`config.mk`:
```
export PLATFORM = sky130hd
export DESIGN_NAME = adc_spi_register_slave
export DESIGN_NICKNAME = d
export VERILOG_FILES = /design/src/rtl/asrs_pkg.sv /design/src/rtl/asrs_front.sv /design/src/rtl/asrs_queue.sv /design/src/rtl/asrs_back.sv /design/src/rtl/adc_spi_register_slave.sv
export SDC_FILE = /design/constraint.sdc
export NUM_CORES = 1
export LEC_CHECK = 0
export BUFFER_PORTS_ARGS = -buffer_cell sky130_fd_sc_hd__buf_2
export CAP_MARGIN = 15
export CORE_AREA = 2 2 160 162
export CTS_CLUSTER_SIZE = 30
export DETAILED_ROUTE_END_ITERATION = 6
export DIE_AREA = 0 0 162 164
export GPL_ROUTABILITY_DRIVEN = 0
export PLACE_DENSITY = 0.84
export SYNTH_ARGS = -nofsm -noshare
export SYNTH_HDL_FRONTEND = slang
export SYNTH_SLANG_ARGS = --single-unit
```
`constraint.sdc`:
```
create_clock -name clk -period 7.55 [get_ports clk]
set_clock_uncertainty 0.05 [all_clocks]
set_input_delay 1.1325 -clock clk [delete_from_list [all_inputs] [get_ports clk]]
set_output_delay 1.1325 -clock clk [all_outputs]
set_load 0.005 [all_outputs]
```
`src/rtl/asrs_pkg.sv`:
```
package asrs_pkg;

  // action codes on the input channel
  localparam logic [1:0] ACT_BYTE  = 2'd0;
  localparam logic [1:0] ACT_TICK  = 2'd1;
  localparam logic [1:0] ACT_ABORT = 2'd2;

  // register map selected by command bits 5..3
  localparam logic [2:0] REG_STATUS    = 3'd0;
  localparam logic [2:0] REG_MODE      = 3'd1;
  localparam logic [2:0] REG_CONFIG    = 3'd2;
  localparam logic [2:0] REG_DATA      = 3'd3;
  localparam logic [2:0] REG_ID        = 3'd4;
  localparam logic [2:0] REG_IO        = 3'd5;
  localparam logic [2:0] REG_OFFSET    = 3'd6;
  localparam logic [2:0] REG_FULLSCALE = 3'd7;

  // configuration port indexes
  localparam int          CFG_IDX_W  = 1;
  localparam int          CFG_DATA_W = 16;
  localparam logic [0:0]  CFG_PERIOD = 1'b0;
  localparam logic [0:0]  CFG_DEVID  = 1'b1;

  // reset values
  localparam logic [15:0] PERIOD_RST    = 16'd50;
  localparam logic [7:0]  DEVID_RST     = 8'h4B;
  localparam logic [6:0]  STATUS_LOW    = 7'h08;   // status bits 6..0, never change
  localparam logic [15:0] MODE_RST      = 16'h000A;
  localparam logic [15:0] CONFIG_RST    = 16'h0710;
  localparam logic [7:0]  IO_RST        = 8'h00;
  localparam logic [23:0] OFFSET_RST    = 24'h800000;
  localparam logic [23:0] FULLSCALE_RST = 24'h5A5A5A;
  localparam logic [23:0] SAMPLE_RST    = 24'h123456;

  localparam int QUEUE_DEPTH = 2;

  typedef enum logic [3:0] {
    K_BYTE  = 4'b0001,
    K_TICK  = 4'b0010,
    K_ABORT = 4'b0100,
    K_NOP   = 4'b1000
  } kind_t;

  // classified word handed from front to back
  typedef struct packed {
    kind_t       kind;
    logic [7:0]  data;
    logic [23:0] sample;
    logic        cmd_ok;     // bit 7 clear
    logic        cmd_read;
    logic [2:0]  cmd_sel;
    logic        cmd_cont;
    logic [1:0]  cmd_len;    // bytes to move, 0 for a write with no payload
  } item_t;

  typedef struct packed {
    logic empty;
    logic full;
  } q_stat_t;

endpackage

```
`src/rtl/asrs_front.sv`:
```
module asrs_front (
  input  logic            in_valid,
  output logic            in_ready,
  input  logic [1:0]      in_action,
  input  logic [7:0]      in_spi_in_byte,
  input  logic [23:0]     in_conversion_data,
  input  asrs_pkg::q_stat_t q_stat,
  output logic            push,
  output asrs_pkg::item_t push_item
);
  import asrs_pkg::*;

  function automatic logic [1:0] read_len(input logic [2:0] sel);
    logic [1:0] n;
    unique case (sel) inside
      REG_MODE, REG_CONFIG:                   n = 2'd2;
      REG_DATA, REG_OFFSET, REG_FULLSCALE:    n = 2'd3;
      default:                                n = 2'd1;
    endcase
    return n;
  endfunction

  function automatic logic [1:0] write_len(input logic [2:0] sel);
    logic [1:0] n;
    unique case (sel) inside
      REG_MODE, REG_CONFIG:       n = 2'd2;
      REG_IO:                     n = 2'd1;
      REG_OFFSET, REG_FULLSCALE:  n = 2'd3;
      default:                    n = 2'd0;
    endcase
    return n;
  endfunction

  assign in_ready = !q_stat.full;
  assign push     = in_valid && in_ready;

  always_comb begin
    push_item.data     = in_spi_in_byte;
    push_item.sample   = in_conversion_data;
    push_item.cmd_ok   = !in_spi_in_byte[7];
    push_item.cmd_read = in_spi_in_byte[6];
    push_item.cmd_sel  = in_spi_in_byte[5:3];
    push_item.cmd_cont = in_spi_in_byte[2];
    push_item.cmd_len  = in_spi_in_byte[6] ? read_len(in_spi_in_byte[5:3])
                                           : write_len(in_spi_in_byte[5:3]);
    unique case (in_action)
      ACT_BYTE:  push_item.kind = K_BYTE;
      ACT_TICK:  push_item.kind = K_TICK;
      ACT_ABORT: push_item.kind = K_ABORT;
      default:   push_item.kind = K_NOP;
    endcase
  end

endmodule

```
`src/rtl/asrs_queue.sv`:
```
module asrs_queue #(
  parameter int DEPTH = asrs_pkg::QUEUE_DEPTH
) (
  input  logic                       clk,
  input  logic                       rst_n,
  input  logic                       push,
  input  asrs_pkg::item_t            push_item,
  input  logic                       pop,
  output asrs_pkg::item_t            pop_item,
  output asrs_pkg::q_stat_t          q_stat,
  output logic [$clog2(DEPTH+1)-1:0] count
);
  import asrs_pkg::*;

  localparam int PW = $clog2(DEPTH);
  localparam int CW = $clog2(DEPTH + 1);
  localparam logic [PW-1:0] LAST_PTR = PW'(DEPTH - 1);

  item_t         mem_r [DEPTH];
  logic [PW-1:0] wr_ptr_r, wr_ptr_nxt;
  logic [PW-1:0] rd_ptr_r, rd_ptr_nxt;
  logic [CW-1:0] cnt_r, cnt_nxt;

  always_comb begin
    wr_ptr_nxt = wr_ptr_r;
    rd_ptr_nxt = rd_ptr_r;
    cnt_nxt    = cnt_r;
    if (push) begin
      wr_ptr_nxt = (wr_ptr_r == LAST_PTR) ? '0 : wr_ptr_r + PW'(1);
    end
    if (pop) begin
      rd_ptr_nxt = (rd_ptr_r == LAST_PTR) ? '0 : rd_ptr_r + PW'(1);
    end
    if (push && !pop) begin
      cnt_nxt = cnt_r + CW'(1);
    end else if (pop && !push) begin
      cnt_nxt = cnt_r - CW'(1);
    end
  end

  always_ff @(posedge clk) begin
    if (!rst_n) begin
      wr_ptr_r <= '0;
      rd_ptr_r <= '0;
      cnt_r    <= '0;
    end else begin
      wr_ptr_r <= wr_ptr_nxt;
      rd_ptr_r <= rd_ptr_nxt;
      cnt_r    <= cnt_nxt;
    end
  end

  always_ff @(posedge clk) begin
    if (push) begin
      mem_r[wr_ptr_r] <= push_item;
    end
  end

  assign pop_item     = mem_r[rd_ptr_r];
  assign q_stat.empty = (cnt_r == '0);
  assign q_stat.full  = (cnt_r == CW'(DEPTH));
  assign count        = cnt_r;

endmodule

```
`src/rtl/asrs_back.sv`:
```
module asrs_back (
  input  logic                           clk,
  input  logic                           rst_n,
  input  asrs_pkg::item_t                pop_item,
  input  asrs_pkg::q_stat_t              q_stat,
  output logic                           pop,
  input  logic                           cfg_valid,
  output logic                           cfg_ready,
  input  logic [asrs_pkg::CFG_IDX_W-1:0] cfg_index,
  input  logic [asrs_pkg::CFG_DATA_W-1:0] cfg_data,
  output logic                           out_valid,
  input  logic                           out_ready,
  output logic [7:0]                     out_miso_byte,
  output logic                           out_ready_n,
  output logic                           out_transfer_last,
  output logic [15:0]                    out_mode_value,
  output logic [15:0]                    out_config_value,
  output logic [7:0]                     out_io_value
);
  import asrs_pkg::*;

  // left-align a register value in the shifter, ones below it
  function automatic logic [23:0] align(input logic [23:0] v, input logic [1:0] len);
    logic [23:0] s;
    case (len)
      2'd1:    s = {v[7:0], 16'hFFFF};
      2'd2:    s = {v[15:0], 8'hFF};
      default: s = v;
    endcase
    return s;
  endfunction

  logic [15:0] period_r;
  logic [7:0]  devid_r;

  logic        await_r,  await_nxt;
  logic        read_r,   read_nxt;
  logic [2:0]  sel_r,    sel_nxt;
  logic        cont_r,   cont_nxt;
  logic [1:0]  total_r,  total_nxt;
  logic [1:0]  idx_r,    idx_nxt;
  logic [23:0] shout_r,  shout_nxt;
  logic [23:0] shin_r,   shin_nxt;
  logic [15:0] mode_r,   mode_nxt;
  logic [15:0] conf_r,   conf_nxt;
  logic [7:0]  io_r,     io_nxt;
  logic [23:0] offs_r,   offs_nxt;
  logic [23:0] fscale_r, fscale_nxt;
  logic [23:0] sample_r, sample_nxt;
  logic        dr_r,     dr_nxt;
  logic [15:0] tick_r,   tick_nxt;
  logic        ov_r,     ov_nxt;

  logic [7:0]  omiso_r;
  logic        ordy_n_r, olast_r;
  logic [15:0] omode_r,  oconf_r;
  logic [7:0]  oio_r;

  logic [7:0]  miso;
  logic        last;
  logic [1:0]  idx_inc;
  logic [15:0] tick_inc;
  logic [23:0] rd_val;

  assign pop       = !q_stat.empty && (!ov_r || out_ready);
  assign cfg_ready = 1'b1;

  // readback mux for a read command
  always_comb begin
    unique case (pop_item.cmd_sel)
      REG_STATUS:    rd_val = {16'h0, !dr_r, STATUS_LOW};
      REG_MODE:      rd_val = {8'h0, mode_r};
      REG_CONFIG:    rd_val = {8'h0, conf_r};
      REG_DATA:      rd_val = sample_r;
      REG_ID:        rd_val = {16'h0, devid_r};
      REG_IO:        rd_val = {16'h0, io_r};
      REG_OFFSET:    rd_val = offs_r;
      default:       rd_val = fscale_r;
    endcase
  end

  always_comb begin
    await_nxt  = await_r;
    read_nxt   = read_r;
    sel_nxt    = sel_r;
    cont_nxt   = cont_r;
    total_nxt  = total_r;
    idx_nxt    = idx_r;
    shout_nxt  = shout_r;
    shin_nxt   = shin_r;
    mode_nxt   = mode_r;
    conf_nxt   = conf_r;
    io_nxt     = io_r;
    offs_nxt   = offs_r;
    fscale_nxt = fscale_r;
    sample_nxt = sample_r;
    dr_nxt     = dr_r;
    tick_nxt   = tick_r;
    miso       = 8'hFF;
    last       = 1'b0;
    idx_inc    = idx_r + 2'd1;
    tick_inc   = (tick_r != 16'hFFFF) ? tick_r + 16'd1 : tick_r;

    if (pop) begin
      unique case (pop_item.kind)
        K_BYTE: begin
          if (await_r) begin
            if (pop_item.cmd_ok) begin
              read_nxt  = pop_item.cmd_read;
              sel_nxt   = pop_item.cmd_sel;
              cont_nxt  = pop_item.cmd_cont;
              shin_nxt  = '0;
              idx_nxt   = '0;
              total_nxt = pop_item.cmd_len;
              if (pop_item.cmd_read) begin
                shout_nxt = align(rd_val, pop_item.cmd_len);
                if (pop_item.cmd_sel == REG_DATA) begin
                  dr_nxt = 1'b0;
                end
                await_nxt = 1'b0;
              end else begin
                await_nxt = (pop_item.cmd_len == 2'd0);
              end
            end
          end else begin
            if (read_r) begin
              miso      = shout_r[23:16];
              shout_nxt = {shout_r[15:0], 8'hFF};
            end else begin
              shin_nxt  = {shin_r[15:0], pop_item.data};
            end
            idx_nxt = idx_inc;
            if (idx_inc >= total_r) begin
              last = 1'b1;
              if (!read_r) begin
                case (sel_r)
                  REG_MODE:      begin mode_nxt = shin_nxt[15:0]; dr_nxt = 1'b0; end
                  REG_CONFIG:    begin conf_nxt = shin_nxt[15:0]; dr_nxt = 1'b0; end
                  REG_IO:        io_nxt = shin_nxt[7:0];
                  REG_OFFSET:    offs_nxt = shin_nxt;
                  REG_FULLSCALE: fscale_nxt = shin_nxt;
                  default:       ;
                endcase
              end
              if (cont_r && read_r && sel_r == REG_DATA) begin
                // continuous read: reload the sample and go again
                shout_nxt = sample_r;
                dr_nxt    = 1'b0;
                total_nxt = 2'd3;
                idx_nxt   = '0;
              end else begin
                await_nxt = 1'b1;
                total_nxt = '0;
                idx_nxt   = '0;
              end
            end
          end
        end
        K_TICK: begin
          if (tick_inc >= period_r) begin
            tick_nxt   = '0;
            sample_nxt = pop_item.sample;
            dr_nxt     = 1'b1;
          end else begin
            tick_nxt   = tick_inc;
          end
        end
        K_ABORT: begin
          await_nxt = 1'b1;
          total_nxt = '0;
          idx_nxt   = '0;
          shout_nxt = '1;
        end
        default: ;
      endcase
    end

    if (pop) begin
      ov_nxt = 1'b1;
    end else if (out_ready) begin
      ov_nxt = 1'b0;
    end else begin
      ov_nxt = ov_r;
    end
  end

  always_ff @(posedge clk) begin
    if (!rst_n) begin
      period_r <= PERIOD_RST;
      devid_r  <= DEVID_RST;
      await_r  <= 1'b1;
      read_r   <= 1'b0;
      sel_r    <= REG_STATUS;
      cont_r   <= 1'b0;
      total_r  <= '0;
      idx_r    <= '0;
      shout_r  <= '1;
      shin_r   <= '0;
      mode_r   <= MODE_RST;
      conf_r   <= CONFIG_RST;
      io_r     <= IO_RST;
      offs_r   <= OFFSET_RST;
      fscale_r <= FULLSCALE_RST;
      sample_r <= SAMPLE_RST;
      dr_r     <= 1'b0;
      tick_r   <= '0;
      ov_r     <= 1'b0;
    end else begin
      if (cfg_valid && cfg_ready) begin
        case (cfg_index)
          CFG_PERIOD: period_r <= cfg_data;
          CFG_DEVID:  devid_r  <= cfg_data[7:0];
          default:    ;
        endcase
      end
      await_r  <= await_nxt;
      read_r   <= read_nxt;
      sel_r    <= sel_nxt;
      cont_r   <= cont_nxt;
      total_r  <= total_nxt;
      idx_r    <= idx_nxt;
      shout_r  <= shout_nxt;
      shin_r   <= shin_nxt;
      mode_r   <= mode_nxt;
      conf_r   <= conf_nxt;
      io_r     <= io_nxt;
      offs_r   <= offs_nxt;
      fscale_r <= fscale_nxt;
      sample_r <= sample_nxt;
      dr_r     <= dr_nxt;
      tick_r   <= tick_nxt;
      ov_r     <= ov_nxt;
    end
  end

  // result register, loaded on every executed word
  always_ff @(posedge clk) begin
    if (pop) begin
      omiso_r  <= miso;
      ordy_n_r <= !dr_nxt;
      olast_r  <= last;
      omode_r  <= mode_nxt;
      oconf_r  <= conf_nxt;
      oio_r    <= io_nxt;
    end
  end

  assign out_valid         = ov_r;
  assign out_miso_byte     = omiso_r;
  assign out_ready_n       = ordy_n_r;
  assign out_transfer_last = olast_r;
  assign out_mode_value    = omode_r;
  assign out_config_value  = oconf_r;
  assign out_io_value      = oio_r;

endmodule

```
`src/rtl/adc_spi_register_slave.sv`:
```
// Channel  Handshake            Payload
// in_      in_valid/in_ready    in_action[1:0] in_spi_in_byte[7:0] in_conversion_data[23:0]
// out_     out_valid/out_ready  out_miso_byte[7:0] out_ready_n out_transfer_last
//                               out_mode_value[15:0] out_config_value[15:0] out_io_value[7:0]
// cfg_     cfg_valid/cfg_ready  cfg_index[0:0] cfg_data[15:0]
//
// One word per cycle sustained while out_ready stays high. A word is queued when
// accepted and executed into the result register once it heads the queue and no
// held result is waiting. Rate is set by the back end, which executes one queued
// word per cycle unless a held result waits. rst_n is synchronous, active low;
// control and register-file state return to defaults, queue storage and result
// data do not. A stall on out_ready holds the result register; the queue absorbs
// up to DEPTH words before in_ready drops.
module adc_spi_register_slave #(
  parameter int DEPTH = asrs_pkg::QUEUE_DEPTH
) (
  input  logic                            clk,
  input  logic                            rst_n,
  // input words
  input  logic                            in_valid,
  output logic                            in_ready,
  input  logic [1:0]                      in_action,
  input  logic [7:0]                      in_spi_in_byte,
  input  logic [23:0]                     in_conversion_data,
  // results
  output logic                            out_valid,
  input  logic                            out_ready,
  output logic [7:0]                      out_miso_byte,
  output logic                            out_ready_n,
  output logic                            out_transfer_last,
  output logic [15:0]                     out_mode_value,
  output logic [15:0]                     out_config_value,
  output logic [7:0]                      out_io_value,
  // configuration writes
  input  logic                            cfg_valid,
  output logic                            cfg_ready,
  input  logic [asrs_pkg::CFG_IDX_W-1:0]  cfg_index,
  input  logic [asrs_pkg::CFG_DATA_W-1:0] cfg_data
);
  import asrs_pkg::*;

  localparam int CW = $clog2(DEPTH + 1);

  logic          push, pop;
  item_t         push_item, pop_item;
  q_stat_t       q_stat;
  logic [CW-1:0] q_count;

  // front: classify action and decode command fields
  asrs_front u_front (
    .in_valid           (in_valid),
    .in_ready           (in_ready),
    .in_action          (in_action),
    .in_spi_in_byte     (in_spi_in_byte),
    .in_conversion_data (in_conversion_data),
    .q_stat             (q_stat),
    .push               (push),
    .push_item          (push_item)
  );

  // short queue decoupling front and back
  asrs_queue #(.DEPTH(DEPTH)) u_queue (
    .clk       (clk),
    .rst_n     (rst_n),
    .push      (push),
    .push_item (push_item),
    .pop       (pop),
    .pop_item  (pop_item),
    .q_stat    (q_stat),
    .count     (q_count)
  );

  // back: register file, shifters, conversion timer, result register
  asrs_back u_back (
    .clk               (clk),
    .rst_n             (rst_n),
    .pop_item          (pop_item),
    .q_stat            (q_stat),
    .pop               (pop),
    .cfg_valid         (cfg_valid),
    .cfg_ready         (cfg_ready),
    .cfg_index         (cfg_index),
    .cfg_data          (cfg_data),
    .out_valid         (out_valid),
    .out_ready         (out_ready),
    .out_miso_byte     (out_miso_byte),
    .out_ready_n       (out_ready_n),
    .out_transfer_last (out_transfer_last),
    .out_mode_value    (out_mode_value),
    .out_config_value  (out_config_value),
    .out_io_value      (out_io_value)
  );

  // queue occupancy never passes its depth
  a_q_bound: assert property (@(posedge clk) disable iff (!rst_n)
    q_count <= CW'(DEPTH))
    else $error("queue overflow");

  // back never executes a word while a held result is still waiting
  a_no_overwrite: assert property (@(posedge clk) disable iff (!rst_n)
    (out_valid && !out_ready) |-> !pop)
    else $error("result overwritten under stall");

  // nothing is offered right after reset
  a_reset_quiet: assert property (@(posedge clk)
    $past(!rst_n) |-> !out_valid)
    else $error("result valid after reset");

  // a pushed word with an empty queue and free output is executed next cycle
  a_flow: assert property (@(posedge clk) disable iff (!rst_n)
    (push && q_stat.empty && (!out_valid || out_ready)) |=> pop)
    else $error("queued word not executed");

endmodule

```
==> impl_results.md <==
- TritonCTS clock tree: built
- Final hold violation count: 0
- CTS buffer count: 34
- Clk Latency, worst-skew pair: ~0.53 ns
- # rows: 58
- Final worst slack: between 3 and 4 ns
- Highest Clock Rate: between 200 and 300 MHz
- Crit path capture type: register
- Final Power: 0.00496 W
- Fin nets: 1716
- Starting density of the core: between 60% and 70%
- # hold bufs at CTS: 0
- CTS resizes: 0
- FF+latch count, synth: around 350
- Worst min path class: reg -> reg
- Period utilisation layout: around 51%
- Startpoint Class: register
- CTS root buf: clkbuf_16
- Global Route Usage Sum: between 30% and 40%
- Cells after Synth: roughly 1.6k
- Vias in the first global route: between 10k and 15k
- Global-route wire length before repair: approximately 63 mm
- Final Setup Violations: 0
- Dpl hpwl: about 28 mm
- Final TNS setup: 0 ns
- Die extent in y: 164 um
- Yosys cell types: approximately 80
- Post-synthesis instance area: between 15000 and 20000 um2
- Syn. warnings: 0
- Synth async-reset ratio: 0%
- Register area share after synthesis: 52.6%
- Layout cell share with drive strength beyond 1: 14.7%
- Layout area overhead: 11.4%
- CP arrival: 4.21 ns
- Die area: 26600 um2
- Synthesized netlist net count: between 1.5k and 2k
- Detailed Route WL: 40.8 mm
- Antenna diodes: 0
- Drt via density: 6.43
- Core Region: ~25000 um2
- # Post-CTS Setup Buffers: 0
- Initial antenna violation count: 1
- Clock sink count: roughly 350
- Max clock buf depth: 3
- Max Transition Viols Final: 0
- # Max-Cap Violations: 0
- IO Count: 109
- PwrDens: between 200 and 300 nW/um2
- Via count: between 10k and 15k
- Largest net degree at the start of global routing: 81
- Worst-margin pin slew: approximately 1.1 ns
- Unrepaired setup endpoints after global routing: no
- CTS H-tree depth: 2
- Top_reg_cell synth: dfxtp_1
- Drc violations: 0
- Remaining Overflow, GRT: 0
- Crit path time final: 3.87 ns
- Commonest non-fill, non-tap cell in the layout: dfxtp_1
- Per-cell routed wire length: ~20 um
- VDD IR max: roughly 0.00026 V
- Clk slew on worst S/H paths: ~0.060 ns
- Slew HR: 24.8%
- Initial DRC Count: about 1.7k
- CP max FO: about 50
- First drt pass iteration count: 7
- Syn_area_per_cell: ~10 um2
- Pre-CTS setup slack: roughly 3.5 ns
- Req. time, crit path: slightly below 8 ns
- Die width: around 160 um
- P_leak: 6.16 nW
- Most frequent cells in the layout: 215 x dfxtp_1, 168 x nor2_1, 165 x nand2_1
- Outcome: finished clean
- Crit path kind: reg -> reg
- Port bufs: roughly 110
- Final ANT Viol Nets: 0
- Number of flops mapped to enable cells by yosys: between 100 and 150
[cell families after synthesis]
logic type / Yosys count / share of synthesized area [%]
DFF: 345 / 52.6
muxes: 109 / 7.35
and+or+nand+nor: 531 / 16.2
xor gates and xnor gates: 12 / 0.675
buffers and inverters: 144 / 3.88
AOI/OAI and AO/OA: 415 / 17.5
other: 1 / 0.0241
adders and majority gates: 23 / 1.85
[cell usage after synthesis (all sizes together), types with 26 or more instances]
master,instances,area (um2)
a211oi,70,546
a21oi,114,571
a22oi,26,195
and2,31,194
buf,32,184
clkbuf,70,263
dfxtp,217,4340
edfxtp,128,3840
inv,39,146
mux2,40,450
mux2i,69,694
nand2,165,619
nand3,37,185
nor2,172,658
nor3,29,150
o211ai,34,255
o21ai,72,360
[per-stage QoR]
step / area, um2 / utilization (%) / instances / hold WS [ns]
2_1_floorplan: 15600 / - / 1580 / 0.383
3_3_place_gp: 16200 / 65.4 / 1930 / 0.392
3_5_place_dp: 16200 / 65.4 / 1930 / 0.400
4_1_cts: 17300 / 69.9 / 1992 / 0.408
5_1_grt: 17400 / 69.9 / 1993 / 0.425
6_report: 17400 / 69.9 / 1993 / 0.405
[layer usage]
metal	track usage, %	vias to the layer above	wire length, um
met5	0	-	13
met4	15.3	2	2400
met3	5.33	170	3740
met2	47.1	723	18400
met1	40.7	6029	16300
li1	-	5886	-
[area by class of cell]
| cell class | count | area (um2) |
|---|---|---|
| Multi-Input combinational cell | 1091 | 6820 |
| Tap cell | 330 | 413 |
| Clock buffer | 45 | 986 |
| Timing Repair Buffer | 123 | 656 |
| Inverter | 42 | 160 |
| Sequential cell | 345 | 8190 |
| Clock inverter | 17 | 130 |
| Fill cell | 1803 | 7460 |
[critical path, stage by stage (launching register included)]
cell      delay (ns)
dfxtp_1         0.41
nand2_1         0.12
nor4_1          0.58
nand2_1         0.33
a31oi_1         0.39
ha_1            0.20
a21oi_1         0.06
o21ai_0         0.36
a21oi_1         0.14
nor3_2          0.21
buf_4           0.45
nor2_1          0.11
a211oi_1        0.32
[power by group]
group	switching (W)	internal (W)	leakage, nW	total [W]
clock	0.000702	0.000988	0.553	0.00169
sequential	0.0000886	0.00215	2.93	0.00223
combinational	0.000695	0.000336	2.68	0.00103
total	0.00149	0.00347	6.16	0.00496
[sequential cells by signal, summed over array words and instances (netlist names), 16 cells and up, named ones only]
| signal | flops |
|---|---|
| u_queue.mem_r | 78 |
| u_back.shout_r | 24 |
| u_back.shin_r | 24 |
| u_back.conf_r | 16 |
| u_back.sample_r | 24 |
| u_back.fscale_r | 24 |
| u_back.offs_r | 24 |
| u_back.mode_r | 16 |
| u_back.tick_r | 16 |
| u_back.period_r | 16 |
| u_back.out_config_value | 16 |
| u_back.out_mode_value | 16 |
[final timing paths]
kind                                           from                   to  slack, ns  cells past startpoint
worst max-delay path              u_back.tick_r[11]  u_back.sample_r[18]       3.68                     12
worst min-delay path            u_back.period_r[14]  u_back.period_r[14]       0.41                      2
worst max register to register    u_back.tick_r[11]  u_back.sample_r[18]       3.68                     12
worst min register to register  u_back.period_r[14]  u_back.period_r[14]       0.41                      2
No activity file was read; power rests on OpenSTA's default activity.
